File: config.mk
export PLATFORM = sky130hd
export DESIGN_NAME = nearest_neighbor_scale_addresses
export DESIGN_NICKNAME = d
export VERILOG_FILES = /design/src/hw/rtl/nnsa_pkg.sv /design/src/hw/rtl/nearest_neighbor_scale_addresses.sv /design/src/hw/rtl/nnsa_front.sv /design/src/hw/rtl/nnsa_queue.sv /design/src/hw/rtl/nnsa_back.sv
export SDC_FILE = /design/constraint.sdc
export NUM_CORES = 2
export LEC_CHECK = 0
export BUFFER_PORTS_ARGS = -buffer_cell sky130_fd_sc_hd__buf_2
export CORE_UTILIZATION = 45
export DETAILED_ROUTE_END_ITERATION = 10
export HOLD_SLACK_MARGIN = 0.03
export MAX_ROUTING_LAYER = met4
export PLACE_DENSITY = 0.73
export REMOVE_ABC_BUFFERS = 1
export SYNTH_ARGS = -nofsm -noshare
export SYNTH_HDL_FRONTEND = slang
export SYNTH_HIERARCHICAL = 1
export SYNTH_SLANG_ARGS = --single-unit
File: constraint.sdc
create_clock -name clock -period 15 [get_ports clock]
set_input_delay 4.5 -clock clock [delete_from_list [all_inputs] [get_ports clock]]
set_output_delay 4.5 -clock clock [all_outputs]
set_load 0.03 [all_outputs]
File: src/hw/rtl/nnsa_pkg.sv
// ----------------------------------------------------------------------------
// nnsa_pkg
// Shared types, constants and helpers for the nearest-neighbor scale address
// generator: field widths, register indexes, the front-to-back item record.
// ----------------------------------------------------------------------------
package nnsa_pkg;

   localparam int unsigned MAX_DIM         = 4096;
   localparam int unsigned BYTES_PER_PIXEL = 4;
   localparam int unsigned CNT_LIMIT       = 4096;
   localparam int unsigned DIM_LIMIT       = (MAX_DIM < CNT_LIMIT) ? MAX_DIM : CNT_LIMIT;

   localparam int unsigned CNT_W   = 12;
   localparam int unsigned DIM_W   = 13;
   localparam int unsigned PITCH_W = 16;
   localparam int unsigned OFS_W   = 28;
   localparam int unsigned PROD_W  = CNT_W + DIM_W;
   localparam int unsigned REM_W   = DIM_W + 1;
   localparam int unsigned STEP_W  = $clog2(PROD_W);

   localparam int unsigned QUEUE_DEPTH = 2;
   localparam int unsigned PTR_W       = $clog2(QUEUE_DEPTH);

   localparam int unsigned ADDR_W = 5;
   localparam int unsigned DATA_W = 32;

   typedef logic [2:0] reg_index_type;
   localparam reg_index_type REG_SRC_COLS      = 3'd0;
   localparam reg_index_type REG_SRC_ROWS      = 3'd1;
   localparam reg_index_type REG_SRC_ROW_BYTES = 3'd2;
   localparam reg_index_type REG_DST_COLS      = 3'd3;
   localparam reg_index_type REG_DST_ROWS      = 3'd4;
   localparam reg_index_type REG_DST_ROW_BYTES = 3'd5;

   // Effective geometry as seen by the datapath (dimensions already clamped)
   typedef struct packed {
      logic [DIM_W-1:0]   src_cols;
      logic [DIM_W-1:0]   src_rows;
      logic [PITCH_W-1:0] src_row_bytes;
      logic [DIM_W-1:0]   dst_cols;
      logic [DIM_W-1:0]   dst_rows;
      logic [PITCH_W-1:0] dst_row_bytes;
   } cfg_type;

   // One classified item on its way from the front to the back
   typedef struct packed {
      logic [CNT_W-1:0] x;
      logic [CNT_W-1:0] y;
      logic             row_end;
      logic             frame_end;
   } task_type;

   typedef struct packed {
      logic full;
      logic empty;
   } queue_status_type;

   // Zero acts as one, anything past the counter range acts as the limit
   function automatic logic [DIM_W-1:0] eff_dim(input logic [DIM_W-1:0] v);
      logic [DIM_W-1:0] r;
      r = v;
      if (v == '0) begin
         r = DIM_W'(1);
      end else if (v > DIM_W'(DIM_LIMIT)) begin
         r = DIM_W'(DIM_LIMIT);
      end
      return r;
   endfunction

endpackage

File: src/hw/rtl/nearest_neighbor_scale_addresses.sv
// ----------------------------------------------------------------------------
// nearest_neighbor_scale_addresses
// Framebuffer address generator for nearest-neighbor scaling: one item per
// destination pixel in raster order, giving source and destination
// coordinates, byte offsets and row/frame end flags.
//
//   channel   ports            direction   payload
//   request   req_*            in          restart
//   response  rsp_*            out         coordinates, offsets, end flags
//   config    psel..pready     in/out      six geometry registers
//
// For each item the address unit runs a 25-step restoring divider once for
// the column and once for the row, plus load, offset multiply and output
// steps.
// The front accepts one item per cycle until the two-entry queue fills.
// Reset is synchronous; no clearing pass.
// A stalled response holds the address unit in its final step.
// ----------------------------------------------------------------------------
module nearest_neighbor_scale_addresses (
   input  logic                              clock,
   input  logic                              reset,
   input  logic                              req_valid,
   output logic                              req_ready,
   input  logic                              req_restart,
   output logic                              rsp_valid,
   input  logic                              rsp_ready,
   output logic [nnsa_pkg::CNT_W-1:0]        rsp_out_x,
   output logic [nnsa_pkg::CNT_W-1:0]        rsp_out_y,
   output logic [nnsa_pkg::CNT_W-1:0]        rsp_from_x,
   output logic [nnsa_pkg::CNT_W-1:0]        rsp_from_y,
   output logic [nnsa_pkg::OFS_W-1:0]        rsp_from_offset,
   output logic [nnsa_pkg::OFS_W-1:0]        rsp_to_offset,
   output logic                              rsp_row_end,
   output logic                              rsp_frame_end,
   input  logic                              psel,
   input  logic                              penable,
   input  logic                              pwrite,
   input  logic [nnsa_pkg::ADDR_W-1:0]       paddr,
   input  logic [nnsa_pkg::DATA_W-1:0]       pwdata,
   output logic [nnsa_pkg::DATA_W-1:0]       prdata,
   output logic                              pready
);

   localparam int unsigned DIM_W   = nnsa_pkg::DIM_W;
   localparam int unsigned PITCH_W = nnsa_pkg::PITCH_W;
   localparam int unsigned DATA_W  = nnsa_pkg::DATA_W;

   logic [DIM_W-1:0]   src_cols_ff, src_rows_ff, dst_cols_ff, dst_rows_ff;
   logic [PITCH_W-1:0] src_row_bytes_ff, dst_row_bytes_ff;

   nnsa_pkg::reg_index_type    reg_index;
   logic                       csr_write;
   nnsa_pkg::cfg_type          cfg;
   nnsa_pkg::queue_status_type q_status;
   nnsa_pkg::task_type         push_item, head;
   logic                       push, pop;

   assign pready    = 1'b1;
   assign reg_index = paddr[4:2];
   assign csr_write = psel && penable && pwrite && pready;

   always_ff @(posedge clock) begin
      if (reset) begin
         src_cols_ff      <= DIM_W'(1920);
         src_rows_ff      <= DIM_W'(1080);
         src_row_bytes_ff <= PITCH_W'(7680);
         dst_cols_ff      <= DIM_W'(1920);
         dst_rows_ff      <= DIM_W'(1080);
         dst_row_bytes_ff <= PITCH_W'(7680);
      end else if (csr_write) begin
         unique case (reg_index)
            nnsa_pkg::REG_SRC_COLS:      src_cols_ff      <= pwdata[DIM_W-1:0];
            nnsa_pkg::REG_SRC_ROWS:      src_rows_ff      <= pwdata[DIM_W-1:0];
            nnsa_pkg::REG_SRC_ROW_BYTES: src_row_bytes_ff <= pwdata[PITCH_W-1:0];
            nnsa_pkg::REG_DST_COLS:      dst_cols_ff      <= pwdata[DIM_W-1:0];
            nnsa_pkg::REG_DST_ROWS:      dst_rows_ff      <= pwdata[DIM_W-1:0];
            nnsa_pkg::REG_DST_ROW_BYTES: dst_row_bytes_ff <= pwdata[PITCH_W-1:0];
            default: ;
         endcase
      end
   end

   always_comb begin
      unique case (reg_index)
         nnsa_pkg::REG_SRC_COLS:      prdata = DATA_W'(src_cols_ff);
         nnsa_pkg::REG_SRC_ROWS:      prdata = DATA_W'(src_rows_ff);
         nnsa_pkg::REG_SRC_ROW_BYTES: prdata = DATA_W'(src_row_bytes_ff);
         nnsa_pkg::REG_DST_COLS:      prdata = DATA_W'(dst_cols_ff);
         nnsa_pkg::REG_DST_ROWS:      prdata = DATA_W'(dst_rows_ff);
         nnsa_pkg::REG_DST_ROW_BYTES: prdata = DATA_W'(dst_row_bytes_ff);
         default:                     prdata = '0;
      endcase
   end

   always_comb begin
      cfg.src_cols      = nnsa_pkg::eff_dim(src_cols_ff);
      cfg.src_rows      = nnsa_pkg::eff_dim(src_rows_ff);
      cfg.src_row_bytes = src_row_bytes_ff;
      cfg.dst_cols      = nnsa_pkg::eff_dim(dst_cols_ff);
      cfg.dst_rows      = nnsa_pkg::eff_dim(dst_rows_ff);
      cfg.dst_row_bytes = dst_row_bytes_ff;
   end

   nnsa_front u_front (
      .clock       (clock),
      .reset       (reset),
      .req_valid   (req_valid),
      .req_ready   (req_ready),
      .req_restart (req_restart),
      .cfg         (cfg),
      .q_status    (q_status),
      .push        (push),
      .push_item   (push_item)
   );

   nnsa_queue u_queue (
      .clock     (clock),
      .reset     (reset),
      .push      (push),
      .push_item (push_item),
      .pop       (pop),
      .head      (head),
      .q_status  (q_status)
   );

   nnsa_back u_back (
      .clock           (clock),
      .reset           (reset),
      .cfg             (cfg),
      .q_status        (q_status),
      .head            (head),
      .pop             (pop),
      .rsp_valid       (rsp_valid),
      .rsp_ready       (rsp_ready),
      .rsp_out_x       (rsp_out_x),
      .rsp_out_y       (rsp_out_y),
      .rsp_from_x      (rsp_from_x),
      .rsp_from_y      (rsp_from_y),
      .rsp_from_offset (rsp_from_offset),
      .rsp_to_offset   (rsp_to_offset),
      .rsp_row_end     (rsp_row_end),
      .rsp_frame_end   (rsp_frame_end)
   );

endmodule

File: src/hw/rtl/nnsa_front.sv
// ----------------------------------------------------------------------------
// nnsa_front
// Raster walker: accepts items, applies restart, flags row and frame ends,
// advances the destination counters and pushes the item into the queue.
// ----------------------------------------------------------------------------
module nnsa_front (
   input  logic                                  clock,
   input  logic                                  reset,
   input  logic                                  req_valid,
   output logic                                  req_ready,
   input  logic                                  req_restart,
   input  nnsa_pkg::cfg_type                     cfg,
   input  nnsa_pkg::queue_status_type            q_status,
   output logic                                  push,
   output nnsa_pkg::task_type                    push_item
);

   logic [nnsa_pkg::CNT_W-1:0] col_ff, col_in;
   logic [nnsa_pkg::CNT_W-1:0] row_ff, row_in;
   logic [nnsa_pkg::CNT_W-1:0] x, y;
   logic                       row_end, frame_end;

   assign req_ready = !q_status.full;
   assign push      = req_valid && req_ready;

   always_comb begin
      x = req_restart ? '0 : col_ff;
      y = req_restart ? '0 : row_ff;
      row_end   = {1'b0, x} >= (cfg.dst_cols - nnsa_pkg::DIM_W'(1));
      frame_end = row_end && ({1'b0, y} >= (cfg.dst_rows - nnsa_pkg::DIM_W'(1)));

      push_item.x         = x;
      push_item.y         = y;
      push_item.row_end   = row_end;
      push_item.frame_end = frame_end;

      priority if (frame_end) begin
         col_in = '0;
         row_in = '0;
      end else if (row_end) begin
         col_in = '0;
         row_in = y + nnsa_pkg::CNT_W'(1);
      end else begin
         col_in = x + nnsa_pkg::CNT_W'(1);
         row_in = y;
      end
   end

   always_ff @(posedge clock) begin
      if (reset) begin
         col_ff <= '0;
         row_ff <= '0;
      end else if (push) begin
         col_ff <= col_in;
         row_ff <= row_in;
      end
   end

endmodule

File: src/hw/rtl/nnsa_queue.sv
// ----------------------------------------------------------------------------
// nnsa_queue
// Short item queue that decouples the raster walker from the address unit.
// ----------------------------------------------------------------------------
module nnsa_queue (
   input  logic                       clock,
   input  logic                       reset,
   input  logic                       push,
   input  nnsa_pkg::task_type         push_item,
   input  logic                       pop,
   output nnsa_pkg::task_type         head,
   output nnsa_pkg::queue_status_type q_status
);

   nnsa_pkg::task_type         entry_ff [nnsa_pkg::QUEUE_DEPTH];
   logic [nnsa_pkg::PTR_W-1:0] wr_ptr_ff, rd_ptr_ff;
   logic [nnsa_pkg::PTR_W:0]   count_ff, count_in;

   assign q_status.full  = count_ff == (nnsa_pkg::PTR_W + 1)'(nnsa_pkg::QUEUE_DEPTH);
   assign q_status.empty = count_ff == '0;
   assign head           = entry_ff[rd_ptr_ff];

   always_comb begin
      count_in = count_ff;
      unique case ({push, pop})
         2'b10:   count_in = count_ff + (nnsa_pkg::PTR_W + 1)'(1);
         2'b01:   count_in = count_ff - (nnsa_pkg::PTR_W + 1)'(1);
         default: count_in = count_ff;
      endcase
   end

   always_ff @(posedge clock) begin
      if (reset) begin
         wr_ptr_ff <= '0;
         rd_ptr_ff <= '0;
         count_ff  <= '0;
      end else begin
         if (push) begin
            wr_ptr_ff <= wr_ptr_ff + nnsa_pkg::PTR_W'(1);
         end
         if (pop) begin
            rd_ptr_ff <= rd_ptr_ff + nnsa_pkg::PTR_W'(1);
         end
         count_ff <= count_in;
      end
   end

   always_ff @(posedge clock) begin
      if (push) begin
         entry_ff[wr_ptr_ff] <= push_item;
      end
   end

endmodule

File: src/hw/rtl/nnsa_back.sv
// ----------------------------------------------------------------------------
// nnsa_back
// Address unit: maps destination coordinates to source coordinates with a
// shared restoring divider, forms both byte offsets and holds the result.
// ----------------------------------------------------------------------------
module nnsa_back (
   input  logic                              clock,
   input  logic                              reset,
   input  nnsa_pkg::cfg_type                 cfg,
   input  nnsa_pkg::queue_status_type        q_status,
   input  nnsa_pkg::task_type                head,
   output logic                              pop,
   output logic                              rsp_valid,
   input  logic                              rsp_ready,
   output logic [nnsa_pkg::CNT_W-1:0]        rsp_out_x,
   output logic [nnsa_pkg::CNT_W-1:0]        rsp_out_y,
   output logic [nnsa_pkg::CNT_W-1:0]        rsp_from_x,
   output logic [nnsa_pkg::CNT_W-1:0]        rsp_from_y,
   output logic [nnsa_pkg::OFS_W-1:0]        rsp_from_offset,
   output logic [nnsa_pkg::OFS_W-1:0]        rsp_to_offset,
   output logic                              rsp_row_end,
   output logic                              rsp_frame_end
);

   typedef enum logic [4:0] {
      ST_IDLE = 5'b00001,
      ST_MUL  = 5'b00010,
      ST_DIV  = 5'b00100,
      ST_OFS  = 5'b01000,
      ST_SUM  = 5'b10000
   } state_type;

   localparam int unsigned CNT_W  = nnsa_pkg::CNT_W;
   localparam int unsigned DIM_W  = nnsa_pkg::DIM_W;
   localparam int unsigned PROD_W = nnsa_pkg::PROD_W;
   localparam int unsigned REM_W  = nnsa_pkg::REM_W;
   localparam int unsigned STEP_W = nnsa_pkg::STEP_W;
   localparam int unsigned OFS_W  = nnsa_pkg::OFS_W;

   state_type          state_ff, state_in;
   nnsa_pkg::task_type item_ff;
   logic               sel_y_ff, sel_y_in;
   logic [PROD_W-1:0]  dvd_ff, dvd_in;
   logic [REM_W-1:0]   rem_ff, rem_in;
   logic [STEP_W-1:0]  step_ff, step_in;
   logic [CNT_W-1:0]   fx_ff, fy_ff;
   logic [OFS_W-1:0]   from_mul_ff, to_mul_ff;
   logic               rsp_valid_ff, rsp_valid_in;
   logic               load_rsp;

   logic [CNT_W-1:0]   pos;
   logic [DIM_W-1:0]   src_n, dst_n, src_m1;
   logic [REM_W-1:0]   rem_shift;
   logic               ge;
   logic [PROD_W-1:0]  quot;
   logic [CNT_W-1:0]   q_sat;
   logic               last_step;

   // Shared divider operands: column pass first, then row pass
   always_comb begin
      pos       = sel_y_ff ? item_ff.y : item_ff.x;
      src_n     = sel_y_ff ? cfg.src_rows : cfg.src_cols;
      dst_n     = sel_y_ff ? cfg.dst_rows : cfg.dst_cols;
      src_m1    = src_n - DIM_W'(1);
      rem_shift = {rem_ff[REM_W-2:0], dvd_ff[PROD_W-1]};
      ge        = rem_shift >= {1'b0, dst_n};
      quot      = {dvd_ff[PROD_W-2:0], ge};
      // Saturate to the last source column or row
      q_sat     = (quot > PROD_W'(src_m1)) ? src_m1[CNT_W-1:0] : quot[CNT_W-1:0];
      last_step = step_ff == STEP_W'(PROD_W - 1);
      load_rsp  = (state_ff == ST_SUM) && (!rsp_valid_ff || rsp_ready);
      pop       = (state_ff == ST_IDLE) && !q_status.empty;
   end

   always_comb begin
      state_in = state_ff;
      sel_y_in = sel_y_ff;
      dvd_in   = dvd_ff;
      rem_in   = rem_ff;
      step_in  = step_ff;
      unique case (state_ff)
         ST_IDLE: begin
            if (pop) begin
               sel_y_in = 1'b0;
               state_in = ST_MUL;
            end
         end
         ST_MUL: begin
            dvd_in   = {{DIM_W{1'b0}}, pos} * {{CNT_W{1'b0}}, src_n};
            rem_in   = '0;
            step_in  = '0;
            state_in = ST_DIV;
         end
         ST_DIV: begin
            dvd_in  = quot;
            rem_in  = ge ? (rem_shift - {1'b0, dst_n}) : rem_shift;
            step_in = step_ff + STEP_W'(1);
            if (last_step) begin
               sel_y_in = 1'b1;
               state_in = sel_y_ff ? ST_OFS : ST_MUL;
            end
         end
         ST_OFS: begin
            state_in = ST_SUM;
         end
         ST_SUM: begin
            if (load_rsp) begin
               state_in = ST_IDLE;
            end
         end
         default: state_in = ST_IDLE;
      endcase
   end

   always_comb begin
      rsp_valid_in = rsp_valid_ff;
      priority if (load_rsp) begin
         rsp_valid_in = 1'b1;
      end else if (rsp_ready) begin
         rsp_valid_in = 1'b0;
      end
   end

   always_ff @(posedge clock) begin
      if (reset) begin
         state_ff     <= ST_IDLE;
         rsp_valid_ff <= 1'b0;
      end else begin
         state_ff     <= state_in;
         rsp_valid_ff <= rsp_valid_in;
      end
   end

   always_ff @(posedge clock) begin
      sel_y_ff <= sel_y_in;
      dvd_ff   <= dvd_in;
      rem_ff   <= rem_in;
      step_ff  <= step_in;
      if (pop) begin
         item_ff <= head;
      end
      if ((state_ff == ST_DIV) && last_step) begin
         if (sel_y_ff) begin
            fy_ff <= q_sat;
         end else begin
            fx_ff <= q_sat;
         end
      end
      if (state_ff == ST_OFS) begin
         from_mul_ff <= {{(OFS_W - CNT_W){1'b0}}, fy_ff}
                      * {{(OFS_W - nnsa_pkg::PITCH_W){1'b0}}, cfg.src_row_bytes};
         to_mul_ff   <= {{(OFS_W - CNT_W){1'b0}}, item_ff.y}
                      * {{(OFS_W - nnsa_pkg::PITCH_W){1'b0}}, cfg.dst_row_bytes};
      end
      if (load_rsp) begin
         rsp_out_x       <= item_ff.x;
         rsp_out_y       <= item_ff.y;
         rsp_from_x      <= fx_ff;
         rsp_from_y      <= fy_ff;
         rsp_from_offset <= from_mul_ff
                          + OFS_W'(fx_ff) * OFS_W'(nnsa_pkg::BYTES_PER_PIXEL);
         rsp_to_offset   <= to_mul_ff
                          + OFS_W'(item_ff.x) * OFS_W'(nnsa_pkg::BYTES_PER_PIXEL);
         rsp_row_end     <= item_ff.row_end;
         rsp_frame_end   <= item_ff.frame_end;
      end
   end

   assign rsp_valid = rsp_valid_ff;

endmodule

==> results_dict.tcl <==
set metrics [dict create \
    cts_resized 0 \
    synthFlopType "edfxtp_1" \
    die_y_um 294 \
    grt_max_degree 101 \
    rr_endpoint "u_back/dvd_ff[21]" \
    setup_viol 0 \
    timing.setup.tns_ns 0 \
    dieArea_um2 86200 \
    initial_utilization_pct 45.6 \
    cp-start-kind "primary input" \
    cts-hold-fix-buffers 0 \
    synth_top_area_share_pct 24.2 \
    drive_gt1_share_pct 9.36 \
    grt_setup_unrepaired "false" \
    drc_errors 0 \
    wirelength_um 92800 \
    synth_top_area_cell "edfxtp_1" \
    nets 4639 \
    post_cts_buffers 0 \
    clock_latency_ns 0.62 \
    required_ns 10.50 \
    pin_count 186 \
    reg2regPathDepth 17 \
    clock_skew_ns 0.0303 \
    min_path_cells 0 \
    crit_fanout 34 \
    num_vias 27700 \
    ys_seq_elements 427 \
    antenna_found_initial 10 \
    grt-ovfl-total 0 \
    syn-cell-area_um2 38300 \
    num_rows 106 \
    globalplace.congestion 0.941 \
    yosys_warnings 6 \
    synth_cell_types 110 \
    critical_path_class "in2out" \
    grt_pass1_wl_um 148000 \
    r2r_start "u_back/sel_y_ff" \
    netlist_instances 3855 \
    hold_viol_final 0 \
    clkSlewWorstSetupHoldPaths_ns 0.07 \
    outcome "completed" \
    ys_seq_area_share_pct 30.4 \
    post-route-period-util_pct 73.7 \
    hold_path_class "reg2reg" \
    ys_top_cells_by_area "edfxtp_1 24%, fa_1 21%, ha_1 9.1%" \
    ant_nets 0 \
    worstMarginPinSlew_ns 1.27 \
    drt_pass1_iterations 6 \
    port_buffers 150 \
    whs_endpoint "u_back/rsp_to_offset[0]" \
    vias_per_cell 5.43 \
    root_buffer "clkbuf_16" \
    min_from "u_back/to_mul_ff[0]" \
    arrival_ns 6.56 \
    cts_buffers 47 \
    synthArstFlopShare_pct 0 \
    coreArea_um2 84000 \
    avgSynthCellArea_um2 9.93 \
    drv_slew 0 \
    track_usage_pct 22.3 \
    first_iter_violations 2007 \
    wl_per_cell_um 18.2 \
    synth-edff-count 308 \
    r2r_setup_slack_ns 7.96 \
    area_growth_syn_to_layout_pct 8.32 \
    cts_tree "yes" \
    maxCapViolations 0 \
    cts_buffer_depth 3 \
    max_slew_margin_pct 15.1 \
    fin_crit_ns 11.06 \
    die_w_um 294 \
    cp-end-kind "output port" \
    grt_pass1_vias 27500 \
    fmax_mhz 90.4 \
    clock_sinks 427 \
    hpwl_um 70400 \
    cts_max_level 2 \
]
stage by stage:
stage          cell area [µm²]  utilization, %  hold slack [ns]  worst slack, ns  instances
6_report                 41500            49.4            0.422             3.94       5107
3_5_place_dp             39900            47.5            0.409             4.12       5009
5_1_grt                  41400            49.4            0.431             3.95       5105
2_1_floorplan            37500               -            0.400             4.69       3703
4_1_cts                  41400            49.3            0.424             4.12       5097
3_3_place_gp             39900            47.5            0.408             4.15       5009
cells in the mapped netlist (all sizes together), types with 61 or more instances:
master  count
a21oi     140
and2      128
clkbuf    111
dfxtp     119
edfxtp    308
fa        393
ha        277
inv       556
mux2       70
mux2i     127
nand2     485
nand2b     82
nand3      61
nor2      215
nor2b      83
o21ai      97
xnor2     108
placed cells by master (no fill, tap or decap), types with 28 or more instances in the layout:
master	netlist	routed
a21o_1	45	45
a21oi_1	140	140
a31oi_1	28	28
and2_1	127	127
buf_2	23	149
clkbuf_16	0	47
dfxtp_1	119	119
edfxtp_1	308	308
fa_1	393	393
ha_1	277	277
inv_1	552	552
mux2_2	68	68
mux2i_1	126	126
nand2_1	481	481
nand2b_1	82	82
nand3_1	59	59
nor2_1	214	211
nor2b_1	80	79
nor3_1	34	31
o21ai_0	81	81
xnor2_1	108	108
xor2_1	53	53
worst max path at each step:
stage	cells after the start	to	slack [ns]	start
floorplan	3	prdata[3]	4.69	paddr[4]
global placement	5	prdata[10]	4.15	paddr[2]
detailed placement	4	prdata[5]	4.12	paddr[3]
CTS	4	prdata[5]	4.12	paddr[3]
global route	5	prdata[10]	3.95	paddr[2]
finish	5	prdata[10]	3.94	paddr[2]
registers in the layout, indices dropped and copies added, names as in the netlist, 13 cells and up, named ones only:
name                    cells
dst_cols_ff                13
dst_row_bytes_ff           16
dst_rows_ff                13
src_cols_ff                13
src_row_bytes_ff           16
src_rows_ff                13
u_back/dvd_ff              25
u_back/from_mul_ff         28
u_back/item_ff             26
u_back/rem_ff              13
u_back/rsp_from_offset     28
u_back/rsp_to_offset       28
u_back/to_mul_ff           28
u_queue/entry_ff           52
kinds of logic (layout without fill, tap and decap cells):
family	Yosys count	after routing	share of synthesized area [%]
AO/OA/AOI/OAI	460	460	7.83
other	2	27	0.0196
buffers and inverters	724	817	7.60
flip-flops	427	427	30.4
XOR/XNOR	161	161	3.68
multiplexers	197	197	5.40
adder cells (fa/ha/maj)	670	670	29.6
AND/OR/NAND/NOR	1214	1214	15.5
final cells by class:
| type | instances | area (µm²) |
|---|---|---|
| tap | 1134 | 1420 |
| multi-input combinational | 2719 | 23800 |
| inverter | 557 | 2100 |
| antenna | 10 | 25.0 |
| clock inverter | 32 | 314 |
| clock buffer | 56 | 1230 |
| sequential | 427 | 11600 |
| fill | 7535 | 42500 |
| timing repair buffer | 172 | 918 |
worst max-delay path, cell delays in order:
cell and delay (ns):
buf_2 0.35, nor2_1 0.48, a22oi_1 0.16, o22ai_1 0.70, buf_2 0.34
per-layer routing:
layer,vias up,share of wire [%],track usage (%)
met3,150,8.6,4.79
met5,-,0,-
li1,12800,-,-
met2,990,46,34.9
met4,0,2.5,6.20
met1,13800,43,29.2
Power is left out: the tool's default activity adds up to more than one toggle a clock period on the data nets, which glitch-free logic cannot reach.
